[config.mk]
export PLATFORM = sky130hd
export DESIGN_NAME = gcd_and_modular_inverse_top_flat
export DESIGN_NICKNAME = d
export VERILOG_FILES = /design/src/design/gmi_pkg.sv /design/src/design/gmi_in_if.sv /design/src/design/gmi_out_if.sv /design/src/design/gmi_sdiv.sv /design/src/design/gmi_smac.sv /design/src/design/gcd_and_modular_inverse_top.sv /design/src/flat_wrapper.sv
export VERILOG_INCLUDE_DIRS = /design/src /design/src/design
export SDC_FILE = /design/constraint.sdc
export NUM_CORES = 1
export LEC_CHECK = 0
export BUFFER_PORTS_ARGS = -buffer_cell sky130_fd_sc_hd__buf_2
export CAP_MARGIN = 40
export CORE_AREA = 2 2 222 224
export CTS_BUF_LIST = sky130_fd_sc_hd__clkbuf_2
export CTS_CLUSTER_DIAMETER = 100
export CTS_CLUSTER_SIZE = 20
export DETAILED_ROUTE_END_ITERATION = 8
export DIE_AREA = 0 0 224 226
export PLACE_DENSITY = 0.66
export SYNTH_ARGS = -nofsm -noshare
export SYNTH_HDL_FRONTEND = slang
export SYNTH_HIERARCHICAL = 1
export SYNTH_SLANG_ARGS = --single-unit
[constraint.sdc]
create_clock -name clk -period 5.2 [get_ports clk]
set_input_delay 1.04 -clock clk [delete_from_list [all_inputs] [get_ports clk]]
set_output_delay 1.04 -clock clk [all_outputs]
set_load 0.005 [all_outputs]
[src/design/assert_macros.svh]
// ----------------------------------------------------------------------------
// Assertion macros
// Shared wrappers for concurrent assertions, clocked on the rising edge and
// disabled while the asynchronous active-low reset is asserted.
// ----------------------------------------------------------------------------
`ifndef ASSERT_MACROS_SVH
`define ASSERT_MACROS_SVH

// Same-cycle implication
`define GMI_ASSERT_SAME(label, clk, rst_n, ante, cons) \
	label: assert property (@(posedge clk) disable iff (!rst_n) (ante) |-> (cons)) \
		else $error("same-cycle assertion failed");

// Next-cycle implication
`define GMI_ASSERT_NEXT(label, clk, rst_n, ante, cons) \
	label: assert property (@(posedge clk) disable iff (!rst_n) (ante) |=> (cons)) \
		else $error("next-cycle assertion failed");

`endif

[src/design/gmi_pkg.sv]
// ----------------------------------------------------------------------------
// gmi_pkg
// Shared constants and types for the gcd and modular inverse block.
// ----------------------------------------------------------------------------
package gmi_pkg;

	// Default operand width
	localparam int WIDTH_DEF = 32;

	// Width of the status field
	localparam int STATUS_W = 2;

	// Result status codes
	typedef enum logic [STATUS_W-1:0] {
		ST_OK          = 2'd0,
		ST_NOT_COPRIME = 2'd1,
		ST_ZERO        = 2'd2
	} status_t;

	// Quotient bit stream from the serial divider, MSB first
	typedef struct packed {
		logic valid;
		logic qbit;
		logic last;
	} qstream_t;

endpackage

[src/design/gmi_in_if.sv]
// ----------------------------------------------------------------------------
// gmi_in_if
// Operand channel: valid/ready handshake carrying the two operands.
// ----------------------------------------------------------------------------
interface gmi_in_if #(
	parameter int WIDTH = gmi_pkg::WIDTH_DEF
);
	logic             valid;
	logic             ready;
	logic [WIDTH-1:0] operand_a;
	logic [WIDTH-1:0] operand_b;

	modport source (output valid, output operand_a, output operand_b, input ready);
	modport sink   (input valid, input operand_a, input operand_b, output ready);
endinterface

[src/design/gmi_out_if.sv]
// ----------------------------------------------------------------------------
// gmi_out_if
// Result channel: valid/ready handshake carrying gcd, status and inverse.
// ----------------------------------------------------------------------------
interface gmi_out_if #(
	parameter int WIDTH = gmi_pkg::WIDTH_DEF
);
	logic                          valid;
	logic                          ready;
	logic [WIDTH-1:0]              gcd_value;
	logic [gmi_pkg::STATUS_W-1:0]  status;
	logic [WIDTH-1:0]              inverse_value;

	modport source (output valid, output gcd_value, output status, output inverse_value,
		input ready);
	modport sink   (input valid, input gcd_value, input status, input inverse_value,
		output ready);
endinterface

[src/design/gmi_sdiv.sv]
// ----------------------------------------------------------------------------
// gmi_sdiv
// Bit-serial restoring divider: one quotient bit per cycle, MSB first,
// remainder available after the last bit.
// ----------------------------------------------------------------------------
module gmi_sdiv #(
	parameter int WIDTH = gmi_pkg::WIDTH_DEF
) (
	input  logic              clk,
	input  logic              arst_n,
	input  logic              start,
	input  logic [WIDTH-1:0]  dividend,
	input  logic [WIDTH-1:0]  divisor,
	output gmi_pkg::qstream_t qs,
	output logic [WIDTH-1:0]  remainder
);
	localparam int CW = $clog2(WIDTH + 1);

	logic [WIDTH-1:0] rem_q;
	logic [WIDTH-1:0] dvd_q;
	logic [CW-1:0]    cnt_q;
	logic             busy_q;
	logic [WIDTH:0]   trial;
	logic [WIDTH:0]   diff;
	logic             ge;

	// Trial subtract of the divisor from the shifted partial remainder
	always_comb begin
		trial = {rem_q, dvd_q[WIDTH-1]};
		diff  = trial - {1'b0, divisor};
		ge    = !diff[WIDTH];
	end

	// Advance the bit counter
	always_ff @(posedge clk or negedge arst_n) begin
		if (!arst_n) begin
			busy_q <= 1'b0;
			cnt_q  <= '0;
		end else if (start) begin
			busy_q <= 1'b1;
			cnt_q  <= CW'(WIDTH);
		end else if (busy_q) begin
			cnt_q <= cnt_q - CW'(1);
			if (cnt_q == CW'(1)) begin
				busy_q <= 1'b0;
			end
		end
	end

	// Shift the dividend in and keep the partial remainder
	always_ff @(posedge clk) begin
		if (start) begin
			rem_q <= '0;
			dvd_q <= dividend;
		end else if (busy_q) begin
			rem_q <= ge ? diff[WIDTH-1:0] : trial[WIDTH-1:0];
			dvd_q <= {dvd_q[WIDTH-2:0], 1'b0};
		end
	end

	always_comb begin
		qs.valid  = busy_q;
		qs.qbit   = ge;
		qs.last   = busy_q && (cnt_q == CW'(1));
		remainder = rem_q;
	end
endmodule

[src/design/gmi_smac.sv]
// ----------------------------------------------------------------------------
// gmi_smac
// Serial multiplier: accumulates quotient times coefficient by Horner's rule
// as the quotient bits arrive from the divider.
// ----------------------------------------------------------------------------
module gmi_smac #(
	parameter int WIDTH = gmi_pkg::WIDTH_DEF
) (
	input  logic              clk,
	input  logic              arst_n,
	input  logic              start,
	input  logic [WIDTH-1:0]  mult,
	input  gmi_pkg::qstream_t qs,
	output logic [WIDTH-1:0]  acc
);
	logic [WIDTH-1:0] acc_q;
	logic             run_q;

	// Track an active product
	always_ff @(posedge clk or negedge arst_n) begin
		if (!arst_n) begin
			run_q <= 1'b0;
		end else if (start) begin
			run_q <= 1'b1;
		end else if (qs.last) begin
			run_q <= 1'b0;
		end
	end

	// Double on each quotient bit and add the coefficient when the bit is set
	always_ff @(posedge clk) begin
		if (start) begin
			acc_q <= '0;
		end else if (run_q && qs.valid) begin
			acc_q <= {acc_q[WIDTH-2:0], 1'b0} + (qs.qbit ? mult : '0);
		end
	end

	assign acc = acc_q;
endmodule

[src/design/gcd_and_modular_inverse_top.sv]
// ----------------------------------------------------------------------------
// gcd_and_modular_inverse_top: extended Euclid gcd and modular inverse
// From the accepting edge, a zero smaller operand goes straight to the finish state;
// otherwise each Euclid step runs start, WIDTH quotient bits and update, with at
// most 45 steps at WIDTH=32.
// Throughput: one item at a time; the next operand beat can be taken in the cycle
// after the result is loaded. Reset: asynchronous, active low; clears the sequencer
// and the result valid.
// ----------------------------------------------------------------------------
`include "assert_macros.svh"

module gcd_and_modular_inverse_top #(
	parameter int WIDTH = gmi_pkg::WIDTH_DEF
) (
	input  logic      clk,
	input  logic      arst_n,
	gmi_in_if.sink    in_ch,
	gmi_out_if.source out_ch
);
	typedef enum logic [4:0] {
		ST_IDLE   = 5'b00001,
		ST_START  = 5'b00010,
		ST_DIV    = 5'b00100,
		ST_UPDATE = 5'b01000,
		ST_FINISH = 5'b10000
	} state_t;

	state_t              state_q;
	logic [WIDTH-1:0]    m_q;
	logic [WIDTH-1:0]    r0_q;
	logic [WIDTH-1:0]    r1_q;
	logic [WIDTH-1:0]    u0_q;
	logic [WIDTH-1:0]    u1_q;
	logic                neg_q;
	logic                zero_q;
	logic                out_valid_q;
	logic [WIDTH-1:0]    gcd_q;
	gmi_pkg::status_t    status_q;
	logic [WIDTH-1:0]    inv_q;

	logic                in_fire;
	logic                a_ge;
	logic [WIDTH-1:0]    big;
	logic [WIDTH-1:0]    small_op;
	logic                div_start;
	gmi_pkg::qstream_t   qs;
	logic [WIDTH-1:0]    div_rem;
	logic [WIDTH-1:0]    mac_acc;
	logic                out_free;
	logic [WIDTH-1:0]    res_gcd;
	gmi_pkg::status_t    res_status;
	logic [WIDTH-1:0]    inv_raw;
	logic [WIDTH-1:0]    res_inv;

	gmi_sdiv #(.WIDTH(WIDTH)) u_sdiv (
		.clk       (clk),
		.arst_n    (arst_n),
		.start     (div_start),
		.dividend  (r0_q),
		.divisor   (r1_q),
		.qs        (qs),
		.remainder (div_rem)
	);

	gmi_smac #(.WIDTH(WIDTH)) u_smac (
		.clk    (clk),
		.arst_n (arst_n),
		.start  (div_start),
		.mult   (u1_q),
		.qs     (qs),
		.acc    (mac_acc)
	);

	// Order the operands: larger is the modulus
	always_comb begin
		a_ge     = in_ch.operand_a >= in_ch.operand_b;
		big      = a_ge ? in_ch.operand_a : in_ch.operand_b;
		small_op = a_ge ? in_ch.operand_b : in_ch.operand_a;
	end

	assign in_ch.ready = (state_q == ST_IDLE);
	assign in_fire     = in_ch.valid && in_ch.ready;
	assign div_start   = (state_q == ST_START);
	assign out_free    = !out_valid_q || out_ch.ready;

	// Form the result from the final remainder and coefficient
	always_comb begin
		res_gcd = zero_q ? m_q : r1_q;
		if (zero_q) begin
			res_status = gmi_pkg::ST_ZERO;
		end else if (r1_q != WIDTH'(1)) begin
			res_status = gmi_pkg::ST_NOT_COPRIME;
		end else begin
			res_status = gmi_pkg::ST_OK;
		end
		if (neg_q) begin
			inv_raw = (u1_q <= m_q) ? (m_q - u1_q) : '0;
		end else begin
			inv_raw = u1_q;
		end
		// Reduce modulo m: the only value out of range is m itself
		if (res_status != gmi_pkg::ST_OK || inv_raw == m_q) begin
			res_inv = '0;
		end else begin
			res_inv = inv_raw;
		end
	end

	// Sequence the Euclid steps
	always_ff @(posedge clk or negedge arst_n) begin
		if (!arst_n) begin
			state_q <= ST_IDLE;
		end else begin
			unique case (state_q)
				ST_IDLE: begin
					if (in_fire) begin
						state_q <= (small_op == '0) ? ST_FINISH : ST_START;
					end
				end
				ST_START: begin
					state_q <= ST_DIV;
				end
				ST_DIV: begin
					if (qs.last) begin
						state_q <= ST_UPDATE;
					end
				end
				ST_UPDATE: begin
					state_q <= (div_rem == '0) ? ST_FINISH : ST_START;
				end
				ST_FINISH: begin
					if (out_free) begin
						state_q <= ST_IDLE;
					end
				end
				default: begin
					state_q <= ST_IDLE;
				end
			endcase
		end
	end

	// Hold the result beat until taken
	always_ff @(posedge clk or negedge arst_n) begin
		if (!arst_n) begin
			out_valid_q <= 1'b0;
		end else if (state_q == ST_FINISH && out_free) begin
			out_valid_q <= 1'b1;
		end else if (out_ch.ready) begin
			out_valid_q <= 1'b0;
		end
	end

	// Load operands, then advance remainders and coefficient magnitudes
	always_ff @(posedge clk) begin
		if (in_fire) begin
			m_q    <= big;
			r0_q   <= big;
			r1_q   <= small_op;
			u0_q   <= '0;
			u1_q   <= WIDTH'(1);
			neg_q  <= 1'b0;
			zero_q <= (small_op == '0);
		end else if (state_q == ST_UPDATE && div_rem != '0) begin
			r0_q  <= r1_q;
			r1_q  <= div_rem;
			u0_q  <= u1_q;
			u1_q  <= mac_acc + u0_q;
			neg_q <= !neg_q;
		end
	end

	// Capture the result beat
	always_ff @(posedge clk) begin
		if (state_q == ST_FINISH && out_free) begin
			gcd_q    <= res_gcd;
			status_q <= res_status;
			inv_q    <= res_inv;
		end
	end

	assign out_ch.valid         = out_valid_q;
	assign out_ch.gcd_value     = gcd_q;
	assign out_ch.status        = status_q;
	assign out_ch.inverse_value = inv_q;

	// An accepted operand beat either starts a division or finishes at once
	`GMI_ASSERT_NEXT(a_accept_moves, clk, arst_n, in_fire, state_q == ST_START || state_q == ST_FINISH)
	// The divider ends a division only while the sequencer waits for it
	`GMI_ASSERT_SAME(a_last_in_div, clk, arst_n, qs.last, state_q == ST_DIV)
	// Each remainder is below its divisor
	`GMI_ASSERT_SAME(a_rem_below, clk, arst_n, state_q == ST_UPDATE, div_rem < r1_q)
	// An inverse is only reported for a gcd of one
	`GMI_ASSERT_SAME(a_ok_gcd_one, clk, arst_n, out_ch.valid && status_q == gmi_pkg::ST_OK, out_ch.gcd_value == WIDTH'(1))
endmodule
[src/flat_wrapper.sv]
// flat-port wrapper written by rule: the top's interface ports become plain ports
module gcd_and_modular_inverse_top_flat 
#(
	parameter int WIDTH = gmi_pkg::WIDTH_DEF
)
  (clk, arst_n, in_ch_valid, in_ch_operand_a, in_ch_operand_b, in_ch_ready, out_ch_valid, out_ch_gcd_value, out_ch_status, out_ch_inverse_value, out_ch_ready);
  gmi_in_if #(.WIDTH(WIDTH)) in_ch_i ();
  gmi_out_if #(.WIDTH(WIDTH)) out_ch_i ();
  input  logic clk;
  input  logic arst_n;
  input wire logic [$bits(in_ch_i.valid)-1:0] in_ch_valid;
  input wire logic [$bits(in_ch_i.operand_a)-1:0] in_ch_operand_a;
  input wire logic [$bits(in_ch_i.operand_b)-1:0] in_ch_operand_b;
  output wire logic [$bits(in_ch_i.ready)-1:0] in_ch_ready;
  output wire logic [$bits(out_ch_i.valid)-1:0] out_ch_valid;
  output wire logic [$bits(out_ch_i.gcd_value)-1:0] out_ch_gcd_value;
  output wire logic [$bits(out_ch_i.status)-1:0] out_ch_status;
  output wire logic [$bits(out_ch_i.inverse_value)-1:0] out_ch_inverse_value;
  input wire logic [$bits(out_ch_i.ready)-1:0] out_ch_ready;
  assign in_ch_i.valid = in_ch_valid;
  assign in_ch_i.operand_a = in_ch_operand_a;
  assign in_ch_i.operand_b = in_ch_operand_b;
  assign in_ch_ready = in_ch_i.ready;
  assign out_ch_valid = out_ch_i.valid;
  assign out_ch_gcd_value = out_ch_i.gcd_value;
  assign out_ch_status = out_ch_i.status;
  assign out_ch_inverse_value = out_ch_i.inverse_value;
  assign out_ch_i.ready = out_ch_ready;
  gcd_and_modular_inverse_top #(.WIDTH(WIDTH)) u_core (.clk(clk), .arst_n(arst_n), .in_ch(in_ch_i), .out_ch(out_ch_i));
endmodule
==> Word level (Yosys, flattened, before mapping) <==
Index checks and enable logic that the tools add are counted.
{ "classes": {"add_sub_neg": 5, "n_reduce_logical": 18, "magnitude_cmp": 2, "n_mux": 30, "n_eq_ne": 11} }
{ "op_table": {"columns": ["cell", "n"], "rows": [
  ["32-bit two-way mux", 13],
  ["32-bit adder", 2],
  ["32-bit logical NOT", 2],
  ["33-bit by 32-bit subtractor with 33-bit output", 1],
  ["32-bit equality test", 1],
  ["32-bit greater-or-equal comparator", 1],
  ["32-bit <= comparator", 1],
  ["32-bit by 1-bit != test with 1-bit output (second input constant)", 1],
  ["32-bit nonzero test", 1],
  ["32-bit subtractor", 1],
  ["5-bit two-way mux", 5],
  ["5-bit case mux with 5 select lines", 1],
  ["6-bit two-way mux", 2],
  ["2-bit nonzero test", 5],
  ["1-bit two-way mux", 8],
  ["6-bit by 1-bit equality test with 1-bit output (second input constant)", 1],
  ["6-bit by 1-bit subtractor with 6-bit output (second input constant)", 1],
  ["5-bit by 1-bit equality test with 1-bit output (second input constant)", 1],
  ["5-bit by 2-bit equality test with 1-bit output (second input constant)", 1],
  ["5-bit by 3-bit equality test with 1-bit output (second input constant)", 1],
  ["5-bit by 4-bit equality test with 1-bit output (second input constant)", 1],
  ["5-bit equality test (second input constant)", 1],
  ["1-bit logical AND", 5],
  ["2-bit by 1-bit != test with 1-bit output (second input constant)", 2],
  ["5 further kinds", 7]
]} }
{ "word_totals": {"register_bits": 338, "in_bits": 68} }

==> Depth between registers and ports, before layout <==
Gate-level depths: netlist (run 1).
{ "depth": {"ltp_word": 6, "mapped_depth": 24} }

==> Cells and area by module <==
Netlist (run 1), hierarchy kept.
{ "by_module_without_submodules": {"columns": ["module", "instances", "cells_each", "area_each_um2"], "rows": [
  ["gcd_and_modular_inverse_top", 1, 1695, 15952.8],
  ["gmi_sdiv", 1, 569, 5019.8],
  ["gmi_smac", 1, 397, 2996.6]
]} }

==> Worst setup path after synthesis (run 1) <==
No wires, ideal clock.
{ "synth_timing": {"path_type": "register to register", "startpoint": "register u_core.r1_q[13]", "endpoint": "register u_core.u_smac.acc_q[29] (netlist: u_core/u_smac/acc[29])", "period_less_slack_ns": 4.868, "stages_incl_launch_ff": 24, "t_required_ns": 5.138, "setup_time_ns": 0.062, "t_arrival_ns": 4.806, "path_slack_ns": 0.332, "n_path_buf": 4, "cell_sequence": "edfxtp_1 inv_1 ha_1 buf_4 a21oi_1 a21o_1 a21o_1 or4_1 o21ba_2 xor2_2 clkinv_2 buf_6 buf_4 clkbuf_1 and2_1 ha_1 fa_1 a211oi_1 o211ai_2 a21oi_2 o31ai_1 nor4b_4 or3_1 nand3_1"} }
{ "synth_between": {"elab_chain_len": 3} }
{ "synth_rtl": {"columns": ["element", "line", "rtl"], "rows": [
  ["from (decl)", "gcd_and_modular_inverse_top.sv:31", "logic [WIDTH-1:0] r1_q;"],
  ["from (signal assigned)", "gcd_and_modular_inverse_top.sv:159", "r1_q <= small_op;"],
  ["from (signal assigned)", "gcd_and_modular_inverse_top.sv:166", "r1_q <= div_rem;"],
  ["33-bit by 32-bit subtractor with 33-bit output", "gmi_sdiv.sv:30", "diff = trial - {1'b0, divisor};"],
  ["32-bit two-way mux", "gmi_smac.sv:35", "acc_q <= {acc_q[WIDTH-2:0], 1'b0} + (qs.qbit ? mult : '0);"],
  ["32-bit adder", "gmi_smac.sv:35", null],
  ["to (signal assigned)", "gmi_smac.sv:35", null],
  ["to (decl)", "gmi_smac.sv:16", "logic [WIDTH-1:0] acc_q;"]
]} }
No other way between the ends.
A chain may end at the register's enable or synchronous reset.

==> Worst setup path after layout (run 1) <==
{ "layout_timing": {"startpoint": "register u_core.r1_q[5]", "endpoint": "register u_core.u_smac.acc_q[28] (netlist: u_core/u_smac/acc[28])"} }
The elaborated chain is that of the path after synthesis.

==> metrics.log, run 1 <==
[metrics] number of maximum-capacitance violations: 0
[metrics] Core Region: approximately 48000 µm²
[metrics] result of the run: finished clean
[metrics] cells along the critical path: inv_1 > ha_1 > a21o_1 > or3_1 > o21a_2 > a21oi_2 > o21ba_2 > xor2_2 > clkinv_2 > buf_4 > and2_1 > ha_1 > a21o_1 > a31oi_1 > nand3_1 > and3b_1 > nand2_1 > o21ai_2 > and3_4 > nor4_1
[metrics] compound-cell area share of the yosys netlist: 0.200
[metrics] final setup skew: 0.0984 ns
[metrics] depth of the worst hold-timing path: 3
[metrics] cell count after synthesis: about 2700
[metrics] final hold vios: 0
[metrics] Post-Synth Simple-Gate Area: 0.170
[metrics] # H-tree levels: 1
[metrics] Max stage delay on crit path: just under 0.5 ns
[metrics] via density per instance: between 6 and 7
[metrics] worst path bufs/invs: 3
[metrics] PortBufs: about 140
[metrics] TritonCTS clock tree: done
[metrics] final instance area: around 26000 µm²
[metrics] total leakage power: 10.5 nW
[metrics] number of global-route vias before repair: 20400
[metrics] max-slew headroom at the worst pin: 0.418
[metrics] DP HPWL: slightly above 60 mm
[metrics] count of fill cells added during filler insertion: 4530
[metrics] drt first pass iters: 6
[metrics] multi-input gate area in the final layout: between 10000 and 15000 µm²
[metrics] Util after Layout: 0.534
[metrics] required time reported for the critical path endpoint: 6.19 ns
[metrics] antenna violations before repair: 1
[metrics] Reg area: a little under 9000 µm²
[metrics] number of distinct standard cells referenced by the synthesized netlist: 102
[metrics] per-cell routed wire length: ~23 µm
[metrics] post-route non-filler standard cell count: between 3000 and 4000
[metrics] total number of vias: 21500
[metrics] sort of element at the end of the critical path: register
[metrics] share of the synthesized netlist area taken by xor and xnor gates: 0.0492
[metrics] Synth async-reset ratio: 0.0414
[metrics] commonest cells in the synthesized netlist: 373 x nand2_1, 198 x a21oi_1, 195 x edfxtp_1
[metrics] clock root buffer: clkbuf_2
[metrics] proportion of netlist area held by the largest area contributor: 0.244
[metrics] vertical die dimension: ~230 µm
[metrics] placer congestion estimate: 0.989
[metrics] mean cell area of the mapped netlist: roughly 9.0 µm²
[metrics] Adder-Cell Fraction of Synth Area: 0.0863
[metrics] overall die area: 50600 µm²
[metrics] number of sinks handled by clock tree synthesis: 338
[metrics] global-route wire length before repair: between 100 and 150 mm
[metrics] post-synthesis register bit count: 338
[metrics] slack of the worst reg-to-reg path: 0.27 ns
[metrics] startpoint kind of the worst setup timing path: register
[metrics] insertion delay of the later-clocked pin in the worst-skew pair: 1.10 ns
[metrics] slowest stage cell on the critical path: edfxtp_1
[metrics] cell types occupying the most area after synthesis: edfxtp_1 24%, dfxtp_1 11%, ha_1 8.3%, nand2_1 5.8%, mux2_2 5.4%
[metrics] critical path peak fanout: 31
[metrics] actual slew at the worst max-slew pin: 0.864 ns
[metrics] leading register cell type out of synthesis: edfxtp_1
[metrics] mux cell area share after synthesis: 0.0799
[metrics] Site Rows: 81
[metrics] placement-stage cell area: roughly 26000 µm²
[metrics] combinational family with the most area after synthesis: compound AO/OA/AOI/OAI gates
[metrics] highest clock rate: ~0.2 GHz
[metrics] width of the chip: 224 µm
[metrics] effective utilization at floorplan: 0.496
[metrics] aggregate routed wire length: 80.0 mm
[metrics] number of antenna-violating nets in the routed design: 0
[metrics] netlist area before placement: 24000 µm²
[metrics] total track usage: 0.309
[metrics] Bufs on Longest Clock Path: 3
[metrics] Top Ports: about 140
[metrics] depth of the critical timing path with buffers and inverters included: 20
[metrics] Area growth syn-to-layout: 7.73%
[metrics] arrival time worst endpoint: ~5.9 ns
[metrics] Finish-stage setup viols: 0
[metrics] number of synthesized flops with an enable pin: 195
[metrics] r2r worst-path depth: 20
[metrics] most common cell in the synthesized netlist: nand2_1
[metrics] total placed cells including tap cells: 3372
[metrics] warnings from Yosys: 6
[metrics] Nets: 3006
[metrics] pin count of the biggest net entering global routing: 70
[metrics] count of pins over their slew limit: 0
[metrics] final period demand of the worst path: slightly below 5 ns
[metrics] fraction of layout cells with a size suffix above 1: 0.172
[metrics] Num CTS Buffers: 21
[metrics] post-synth net total: 2892
[metrics] total power per unit cell area: 535 nW/µm²
[metrics] Final Cycle Share: 0.947
[metrics] biggest area consumer among synthesized cells: edfxtp_1
[metrics] category of the most critical setup path: register to register
[metrics] Worst path top cell family by delay: compound AO/OA/AOI/OAI gates
[metrics] worst voltage drop across the vdd grid: 0.354 mV
[metrics] remaining routing DRC violations: 0
[metrics] overall overflow remaining after global route: 0
[metrics] Seq/Total Area, Yosys: 0.367
[metrics] clock transition at the register clock pins on the worst setup and hold paths after CTS: 0.37 ns
[metrics] count of routing violations after the opening detailed-route iteration: between 2000 and 2500
[metrics] worst hold path class: primary input to register
==> cells in the final DEF, fill, tap and decap left out, drive strengths merged, types with 10 or more instances in the layout <==
cell / instances
nor2: 146
buf: 222
nor2b: 19
o21ai: 167
a311oi: 25
o211ai: 19
a31oi: 16
o21a: 22
nor4: 49
a21oi: 236
mux2i: 44
ha: 159
nand3: 52
clkbuf: 35
inv: 144
or2: 10
dfxtp: 129
o21bai: 10
and3: 15
edfxtp: 195
nor3: 45
nand2b: 30
dfrtp: 13
a21o: 60
or3: 16
xor2: 55
mux2: 131
and2: 37
a211oi: 30
o31ai: 15
a211o: 10
nand4: 40
xnor2: 77
o22ai: 16
nand2: 376
==> sequential cells by signal (all words and copies together) (netlist names) <==
signal and cells:
u_core/out_ch.gcd_value 32, u_core/neg_q 1, u_core/out_ch.valid 1, u_core/r1_q 32
u_core/u1_q 32, u_core/out_ch.inverse_value 32, u_core/out_ch.status 2, u_core/state_q 5
u_core/zero_q 1, u_core/u_smac/acc 32, u_core/u0_q 32, u_core/u_smac/run_q 1
u_core/u_sdiv/remainder 32, u_core/r0_q 32, u_core/u_sdiv/cnt_q 6, u_core/u_sdiv/dvd_q 32
u_core/m_q 32, u_core/u_sdiv/busy_q 1
==> cells by family (layout without fill, tap and decap cells) <==
family / after synthesis / in the layout
muxes: 175 / 175
xor gates and xnor gates: 132 / 132
other: 0 / 2
DFF: 338 / 338
and+or+nand+nor: 861 / 861
buffers and inverters: 276 / 405
adders and majority gates: 163 / 163
AOI/OAI and AO/OA: 716 / 716
==> per-stage QoR <==
stage / power [mW] / setup WS [ns] / setup TNS (ns) / hold WS (ns)
floorplan: 10.2 / 0.332 / 0 / 0.424
global placement: 12.4 / 0.372 / 0 / 0.446
detailed placement: 12.6 / 0.215 / 0 / 0.454
CTS: 13.7 / 0.192 / 0 / 0.153
global route: 14.7 / -0.0127 / -0.0127 / 0.186
finish: 13.8 / 0.274 / 0 / 0.264
==> area by class of cell <==
cell class | count | area share
multi-input combinational | 2047 | 0.546
antenna | 2 | 0.000194
timing repair buffer | 223 | 0.0544
clock buffer | 35 | 0.00678
tap | 622 | 0.0301
clock inverter | 3 | 0.00121
sequential | 338 | 0.340
inverter | 144 | 0.0211
==> report_power, final <==
group | switching, mW | internal (mW) | total [mW]
clock network | 0.875 | 0.184 | 1.06
registers | 0.706 | 3.82 | 4.52
logic | 5.11 | 3.12 | 8.23
==> per-layer routing <==
metal / track usage / vias up / routed length, µm
met4: 0.131 / 0 / 3700
met1: 0.421 / 10300 / 34200
met2: 0.492 / 1049 / 35700
met3: 0.0425 / 169 / 6400
met5: 0 / - / 0
li1: - / 9940 / -
==> worst register-to-register path: cells and delay by family (launching register included) <==
kind,cells,cell delay [ns]
AO/OA/AOI/OAI,7,1.54
XOR/XNOR,1,0.18
AND/OR/NAND/NOR,7,1.51
adder cells (fa/ha/maj),2,0.74
buffers and inverters,3,0.40
flip-flops,1,0.49
==> final timing paths <==
check                                              from                                 end
setup / recovery               u_core/r1_q[5]$_DFFE_PP_  u_core/u_smac/acc[28]$_SDFFE_PP0P_
hold / removal                             out_ch_ready     u_core/out_ch.valid$_DFFE_PN0P_
setup reg to reg               u_core/r1_q[5]$_DFFE_PP_  u_core/u_smac/acc[28]$_SDFFE_PP0P_
hold reg to reg            u_core/u0_q[15]$_SDFFE_PP0P_        u_core/u0_q[15]$_SDFFE_PP0P_
max in group asynchronous                        arst_n       u_core/state_q[0]$_DFFE_PN1P_
min in group asynchronous                        arst_n  u_core/u_sdiv/cnt_q[4]$_DFFE_PN0P_
==> timing repair <==
| item | CTS | global route |
|---|---|---|
| setup buffers | 0 | 1 |
| hold buffers | 1 | 0 |
| gates resized for setup | 0 | 8 |
| endpoints found under the setup margin | 0 | 5 |
| endpoints found under the hold margin | 13 | 0 |
Power figures use the tool's default switching activity.
==> run 2, diff against run 1 <==
--- a/config.mk
+++ b/config.mk
@@ -6,7 +6,6 @@
 export SDC_FILE = /design/constraint.sdc
 export NUM_CORES = 1
 export LEC_CHECK = 0
-export BUFFER_PORTS_ARGS = -buffer_cell sky130_fd_sc_hd__buf_2
 export CAP_MARGIN = 40
 export CORE_AREA = 2 2 222 224
 export CTS_BUF_LIST = sky130_fd_sc_hd__clkbuf_2
@@ -14,7 +13,8 @@
 export CTS_CLUSTER_SIZE = 20
 export DETAILED_ROUTE_END_ITERATION = 8
 export DIE_AREA = 0 0 224 226
-export PLACE_DENSITY = 0.66
+export DONT_BUFFER_PORTS = 1
+export PLACE_DENSITY = 0.63
 export SYNTH_ARGS = -nofsm -noshare
 export SYNTH_HDL_FRONTEND = slang
 export SYNTH_HIERARCHICAL = 1
==> run 2 against run 1 <==
Compared with the run above:
- fmax is 1.3% higher
- largest power group unchanged
- first-iteration DRC count grew 0.88%
- final area decreased by 1.9%
==> metrics.log, run 2 (synthesis gave the netlist of run 1 again) <==
[metrics] count of routing violations after the opening detailed-route iteration: 2282
[metrics] RSZ-0062 raised after global routing: no
[metrics] fraction of layout cells with a size suffix above 1: 0.134
[metrics] Nets: 2885
[metrics] highest-count cells in the layout ignoring fill and taps: 371 x nand2_1, 198 x a21oi_1, 195 x edfxtp_1
[metrics] clock transition at the register clock pins on the worst setup and hold paths after CTS: ~0.38 ns
[metrics] final setup skew: 0.122 ns
[metrics] DP HPWL: 61.4 mm
[metrics] Bufs on Longest Clock Path: 3
[metrics] Site Rows: 81
[metrics] insertion delay of the later-clocked pin in the worst-skew pair: 1.13 ns
[metrics] number of global-route vias before repair: 19800
[metrics] drt first pass iters: 6
[metrics] Final Cycle Share: 0.935
[metrics] total number of vias: 20900
[metrics] vertical die dimension: approximately 230 µm
[metrics] total track usage: 0.305
[metrics] sum of met2 wire segment lengths after detailed routing: around 36 mm
[metrics] overall overflow remaining after global route: 0
[metrics] via density per instance: ~6.3
[metrics] total power per unit cell area: between 500 and 600 nW/µm²
[metrics] final period demand of the worst path: 4.86 ns
[metrics] antenna violations before repair: 3
[metrics] highest clock rate: 0.206 GHz
[metrics] Top Ports: between 100 and 150
[metrics] pin count of the biggest net entering global routing: 74
[metrics] per-cell routed wire length: 24.0 µm
[metrics] number of sinks handled by clock tree synthesis: 338
[metrics] critical path peak fanout: 32
[metrics] met3 layer wire length in the routed design: 6.25 mm
[metrics] effective utilization at floorplan: 0.496
[metrics] final sum of negative setup slack: 0 ns
[metrics] actual slew at the worst max-slew pin: 0.873 ns
[metrics] startpoint kind of the worst setup timing path: register
[metrics] highest routed layer: met5
[metrics] sort of element at the end of the critical path: register
[metrics] global-route wire length before repair: about 120 mm
[metrics] clock root buffer: clkbuf_2
[metrics] placer congestion estimate: slightly below 1
[metrics] Area growth syn-to-layout: 5.66%
[metrics] final hold vios: 0
[metrics] Finish-stage setup viols: 0
[metrics] # H-tree levels: 1
[metrics] number of maximum-capacitance violations: 0
[metrics] PortBufs: 0
[metrics] Post-Route M1 WL: 34.3 mm
[metrics] width of the chip: 224 µm
[metrics] Core Region: 48300 µm²
[metrics] most common cell after layout, fill and taps aside: nand2_1
[metrics] worst hold path class: primary input to register
[metrics] Num CTS Buffers: 23
[metrics] count of pins over their slew limit: 0
[metrics] overall die area: 50600 µm²
[metrics] final total power: 13.9 mW
[metrics] required time reported for the critical path endpoint: around 6 ns
[metrics] TritonCTS clock tree: done
[metrics] max-slew headroom at the worst pin: 0.415
[metrics] remaining routing DRC violations: 0
[metrics] count of fill cells added during filler insertion: 4475
[metrics] result of the run: finished clean
[metrics] Util after Layout: 0.524
[metrics] arrival time worst endpoint: 5.66 ns
[metrics] total leakage power: 10.0 nW
[metrics] category of the most critical setup path: register to register
[metrics] worst voltage drop across the vdd grid: 0.367 mV
[metrics] number of antenna-violating nets in the routed design: 0
[metrics] aggregate routed wire length: 79.0 mm
run 2: final cells by class:
type / instances / area [µm²] / share of cell area
sequential: 338 / 8790 / 0.347
tap: 622 / 778 / 0.0307
antenna: 2 / 5.00 / 0.000198
multi-input combinational: 2047 / 14100 / 0.556
inverter: 144 / 546 / 0.0215
clock inverter: 8 / 108 / 0.00425
timing repair buffer: 100 / 856 / 0.0338
clock buffer: 34 / 170 / 0.00672
run 2: final timing paths:
path                                        startpoint                                       endpoint  slack, ns  cells after the start
min                                in_ch_operand_b[13]                       u_core/m_q[13]$_DFFE_PP_       0.14                      1
max                           u_core/m_q[12]$_DFFE_PP_  u_core/out_ch.inverse_value[31]$_SDFFCE_PP0P_       0.34                     13
max reg2reg                   u_core/m_q[12]$_DFFE_PP_  u_core/out_ch.inverse_value[31]$_SDFFCE_PP0P_       0.34                     13
min reg2reg                u_core/u0_q[9]$_SDFFE_PP0P_                    u_core/u0_q[9]$_SDFFE_PP0P_       0.48                      2
min in group asynchronous                       arst_n                  u_core/state_q[4]$_DFFE_PN0P_       0.35                      1
max in group asynchronous                       arst_n                  u_core/state_q[0]$_DFFE_PN1P_       4.45                      1
run 2: routing by layer:
layer  global-route usage  vias to the layer above
li1                     -                     9713
met1                0.424                    10100
met2                0.494                      933
met3               0.0420                      134
met4               0.0895                        2
met5                    0                        -
run 2: through the flow:
stage / hold WS [ns] / std cells / setup WS, ns / instance area [µm²]
6_report: 0.135 / 3295 / 0.336 / 25300
5_1_grt: 0.0540 / 3294 / 0.0278 / 25300
4_1_cts: 0.0352 / 3293 / 0.205 / 25300
3_5_place_dp: 0.454 / 3250 / 0.264 / 25000
3_3_place_gp: 0.446 / 3243 / 0.325 / 24900
2_1_floorplan: 0.424 / 2661 / 0.332 / 24000
run 2: power by group:
group	internal, mW	switching (mW)
clock network	0.254	0.915
logic	3.15	5.07
registers	3.81	0.655
total	7.22	6.63
run 2: critical path, cell delays in order, from the launching register on:
cell and delay (ns):
edfxtp_1 0.63, ha_1 0.55, nand4_1 0.30, nor4_1 0.33, a311oi_1 0.14, o21ai_1 0.19, a311oi_4 0.19, o21ai_2 0.66
mux2i_1 0.31, nand4_1 0.13, o31ai_1 0.44, o311a_2 0.29, buf_12 0.24, a21oi_1 0.12
run 2: timing repair:
item                                    in CTS  in global routing
buffers inserted                             0                  0
hold endpoints to repair                    14                  0
resized for setup                            0                  3
hold buffers                                 1                  0
endpoints found under the setup margin       0                  6
==> run 3, diff against run 2 <==
--- a/config.mk
+++ b/config.mk
@@ -6,15 +6,14 @@
 export SDC_FILE = /design/constraint.sdc
 export NUM_CORES = 1
 export LEC_CHECK = 0
+export BUFFER_PORTS_ARGS = -buffer_cell sky130_fd_sc_hd__buf_2
 export CAP_MARGIN = 40
 export CORE_AREA = 2 2 222 224
 export CTS_BUF_LIST = sky130_fd_sc_hd__clkbuf_2
 export CTS_CLUSTER_DIAMETER = 100
-export CTS_CLUSTER_SIZE = 20
 export DETAILED_ROUTE_END_ITERATION = 8
 export DIE_AREA = 0 0 224 226
-export DONT_BUFFER_PORTS = 1
-export PLACE_DENSITY = 0.63
+export PLACE_DENSITY = 0.66
 export SYNTH_ARGS = -nofsm -noshare
 export SYNTH_HDL_FRONTEND = slang
 export SYNTH_HIERARCHICAL = 1
==> run 3 against run 2 <==
Compared with the run above:
- die area is the same
- clock power grew 67%
- sequential share of layout area shrank 1.5 points
- power grew 6.4%
- flip-flop and latch count is the same
==> metrics.log, run 3 (synthesis gave the netlist of run 1 again) <==
[metrics] overall die area: a little over 50000 µm²
[metrics] number of antenna-violating nets in the routed design: 0
[metrics] Site Rows: 81
[metrics] TritonCTS clock tree: done
[metrics] startpoint kind of the worst setup timing path: register
[metrics] worst path bufs/invs: 3
[metrics] placer congestion estimate: 0.989
[metrics] final instance area: between 20000 and 30000 µm²
[metrics] clock transition at the register clock pins on the worst setup and hold paths after CTS: 0.10 ns
[metrics] antenna violations before repair: 4
[metrics] Area growth syn-to-layout: 10.3%
[metrics] Bufs on Longest Clock Path: 3
[metrics] final setup skew: roughly 0.11 ns
[metrics] worst hold path class: primary input to register
[metrics] effective utilization at floorplan: 0.496
[metrics] # H-tree levels: 3
[metrics] overall overflow remaining after global route: 0
[metrics] Worst path top cell family by delay: compound AO/OA/AOI/OAI gates
[metrics] result of the run: finished clean
[metrics] total leakage power: about 11 nW
[metrics] count of routing violations after the opening detailed-route iteration: approximately 2200
[metrics] number of global-route vias before repair: roughly 21000
[metrics] Core Region: 48300 µm²
[metrics] total track usage: 0.316
[metrics] Final Cycle Share: 0.959
[metrics] pre-CTS setup slack: 0.215 ns
[metrics] count of pins over their slew limit: 0
[metrics] sort of element at the end of the critical path: register
[metrics] arrival time worst endpoint: slightly below 6 ns
[metrics] remaining routing DRC violations: 0
[metrics] highest-count cells in the layout ignoring fill and taps: 371 x nand2_1, 198 x a21oi_1, 195 x edfxtp_1
[metrics] insertion delay of the later-clocked pin in the worst-skew pair: 1.13 ns
[metrics] critical path peak fanout: 31
[metrics] post-CTS setup buffer count: 0
[metrics] count of fill cells added during filler insertion: 4521
[metrics] required time reported for the critical path endpoint: ~6.2 ns
[metrics] final period demand of the worst path: 4.98 ns
[metrics] highest clock rate: 0.201 GHz
[metrics] pin count of the biggest net entering global routing: 70
[metrics] per-cell routed wire length: 23.0 µm
[metrics] DP HPWL: 62.0 mm
[metrics] total number of vias: approximately 22000
[metrics] worst path setup slack after routing: 0.215 ns
[metrics] vertical die dimension: 226 µm
[metrics] category of the most critical setup path: register to register
[metrics] max-slew headroom at the worst pin: 0.423
[metrics] Top Ports: 136
[metrics] Max stage delay on crit path: 0.49 ns
[metrics] total power per unit cell area: 557 nW/µm²
[metrics] PortBufs: 135
[metrics] final hold slack: 0.236 ns
[metrics] number of sinks handled by clock tree synthesis: about 340
[metrics] Finish-stage setup viols: 0
[metrics] slowest stage cell on the critical path: a211oi_1
[metrics] drt first pass iters: 6
[metrics] aggregate routed wire length: between 80 and 90 mm
[metrics] via density per instance: 6.21
[metrics] number of maximum-capacitance violations: 0
[metrics] cells along the critical path: inv_1 > ha_1 > a211oi_1 > o211ai_1 > a21oi_1 > o221ai_1 > o21ba_2 > xor2_2 > clkinv_2 > buf_4 > and2_1 > fa_1 > a211oi_2 > o211ai_2 > a21oi_4 > o31ai_1 > nor4b_4 > or3_1 > nand3_1
[metrics] final hold vios: 0
[metrics] Util after Layout: 0.547
[metrics] global-route wire length before repair: 123 mm
[metrics] Nets: 3074
[metrics] most common cell after layout, fill and taps aside: nand2_1
[metrics] placement-stage cell area: about 26000 µm²
[metrics] final sum of negative setup slack: 0 ns
[metrics] width of the chip: 224 µm
[metrics] worst voltage drop across the vdd grid: 0.360 mV
[metrics] Num CTS Buffers: 90
[metrics] clock root buffer: clkbuf_2
[metrics] fraction of layout cells with a size suffix above 1: 0.202
[metrics] actual slew at the worst max-slew pin: 0.857 ns
run 3: cell types whose count changed in the layout (fill, tap and decap cells not counted), moves of 3 or more:
| cell | delta |
|---|---|
| clkinv_2 | +4 |
| clkbuf_2 | +105 |
| clkinv_1 | +16 |
| inv_8 | -3 |
| buf_2 | +134 |
| buf_4 | -11 |
run 3: what timing repair did:
item	4_1_cts	5_1_grt
hold buffers	1	0
hold endpoints to repair	13	0
gates resized for setup	0	7
setup endpoints to repair	0	9
run 3: final cells by class:
| cell class | count | area (µm²) | share of cell area |
|---|---|---|---|
| clock buffer | 139 | 696 | 0.0263 |
| timing repair buffer | 222 | 1400 | 0.0529 |
| clock inverter | 26 | 144 | 0.00544 |
| tap | 622 | 778 | 0.0294 |
| multi-input combinational | 2047 | 14100 | 0.533 |
| antenna | 2 | 5.00 | 0.000189 |
| inverter | 144 | 544 | 0.0206 |
| sequential | 338 | 8790 | 0.332 |
run 3: report_power, final:
group	internal, mW	total, mW	leakage (nW)	switching (mW)
combinational	3.12	8.25	7.23	5.13
sequential	3.82	4.53	3.08	0.710
clock	0.767	1.95	0.650	1.19
run 3: per-layer routing:
layer / up-vias / routed length, µm / global-route usage
met5: - / 53 / 0
met1: 10500 / 34200 / 0.421
met2: 1091 / 36400 / 0.500
met3: 224 / 6970 / 0.0588
met4: 4 / 3660 / 0.143
li1: 10100 / - / -
run 3: final timing paths:
| kind | start | endpoint | slack [ns] | depth (start not counted) |
|---|---|---|---|---|
| hold / removal | out_ch_ready | u_core/out_ch.valid$_DFFE_PN0P_ | 0.24 | 3 |
| max in group asynchronous | arst_n | u_core/state_q[0]$_DFFE_PN1P_ | 4.50 | 2 |
| hold reg to reg | u_core/u0_q[8]$_SDFFE_PP0P_ | u_core/u0_q[8]$_SDFFE_PP0P_ | 0.47 | 2 |
| setup reg to reg | u_core/r1_q[17]$_DFFE_PP_ | u_core/u_smac/acc[29]$_SDFFE_PP0P_ | 0.22 | 19 |
| min in group asynchronous | arst_n | u_core/u_sdiv/cnt_q[5]$_DFFE_PN0P_ | 0.34 | 2 |
| setup / recovery | u_core/r1_q[17]$_DFFE_PP_ | u_core/u_smac/acc[29]$_SDFFE_PP0P_ | 0.22 | 19 |
run 3: metrics by stage:
step	instances	total power, mW
6_report	3540	14.7
5_1_grt	3540	15.7
4_1_cts	3538	14.6
3_5_place_dp	3372	12.6
3_3_place_gp	3368	12.4
2_1_floorplan	2661	10.2
run 3: worst register-to-register path, stage by stage (launching register included):
cell and delay (ns):
edfxtp_1 0.38, inv_1 0.06, ha_1 0.37, a211oi_1 0.49, o211ai_1 0.17, a21oi_1 0.22
o221ai_1 0.13, o21ba_2 0.29, xor2_2 0.18, clkinv_2 0.10, buf_4 0.22, and2_1 0.20
fa_1 0.46, a211oi_2 0.33, o211ai_2 0.17, a21oi_4 0.28, o31ai_1 0.17, nor4b_4 0.16
or3_1 0.38, nand3_1 0.07
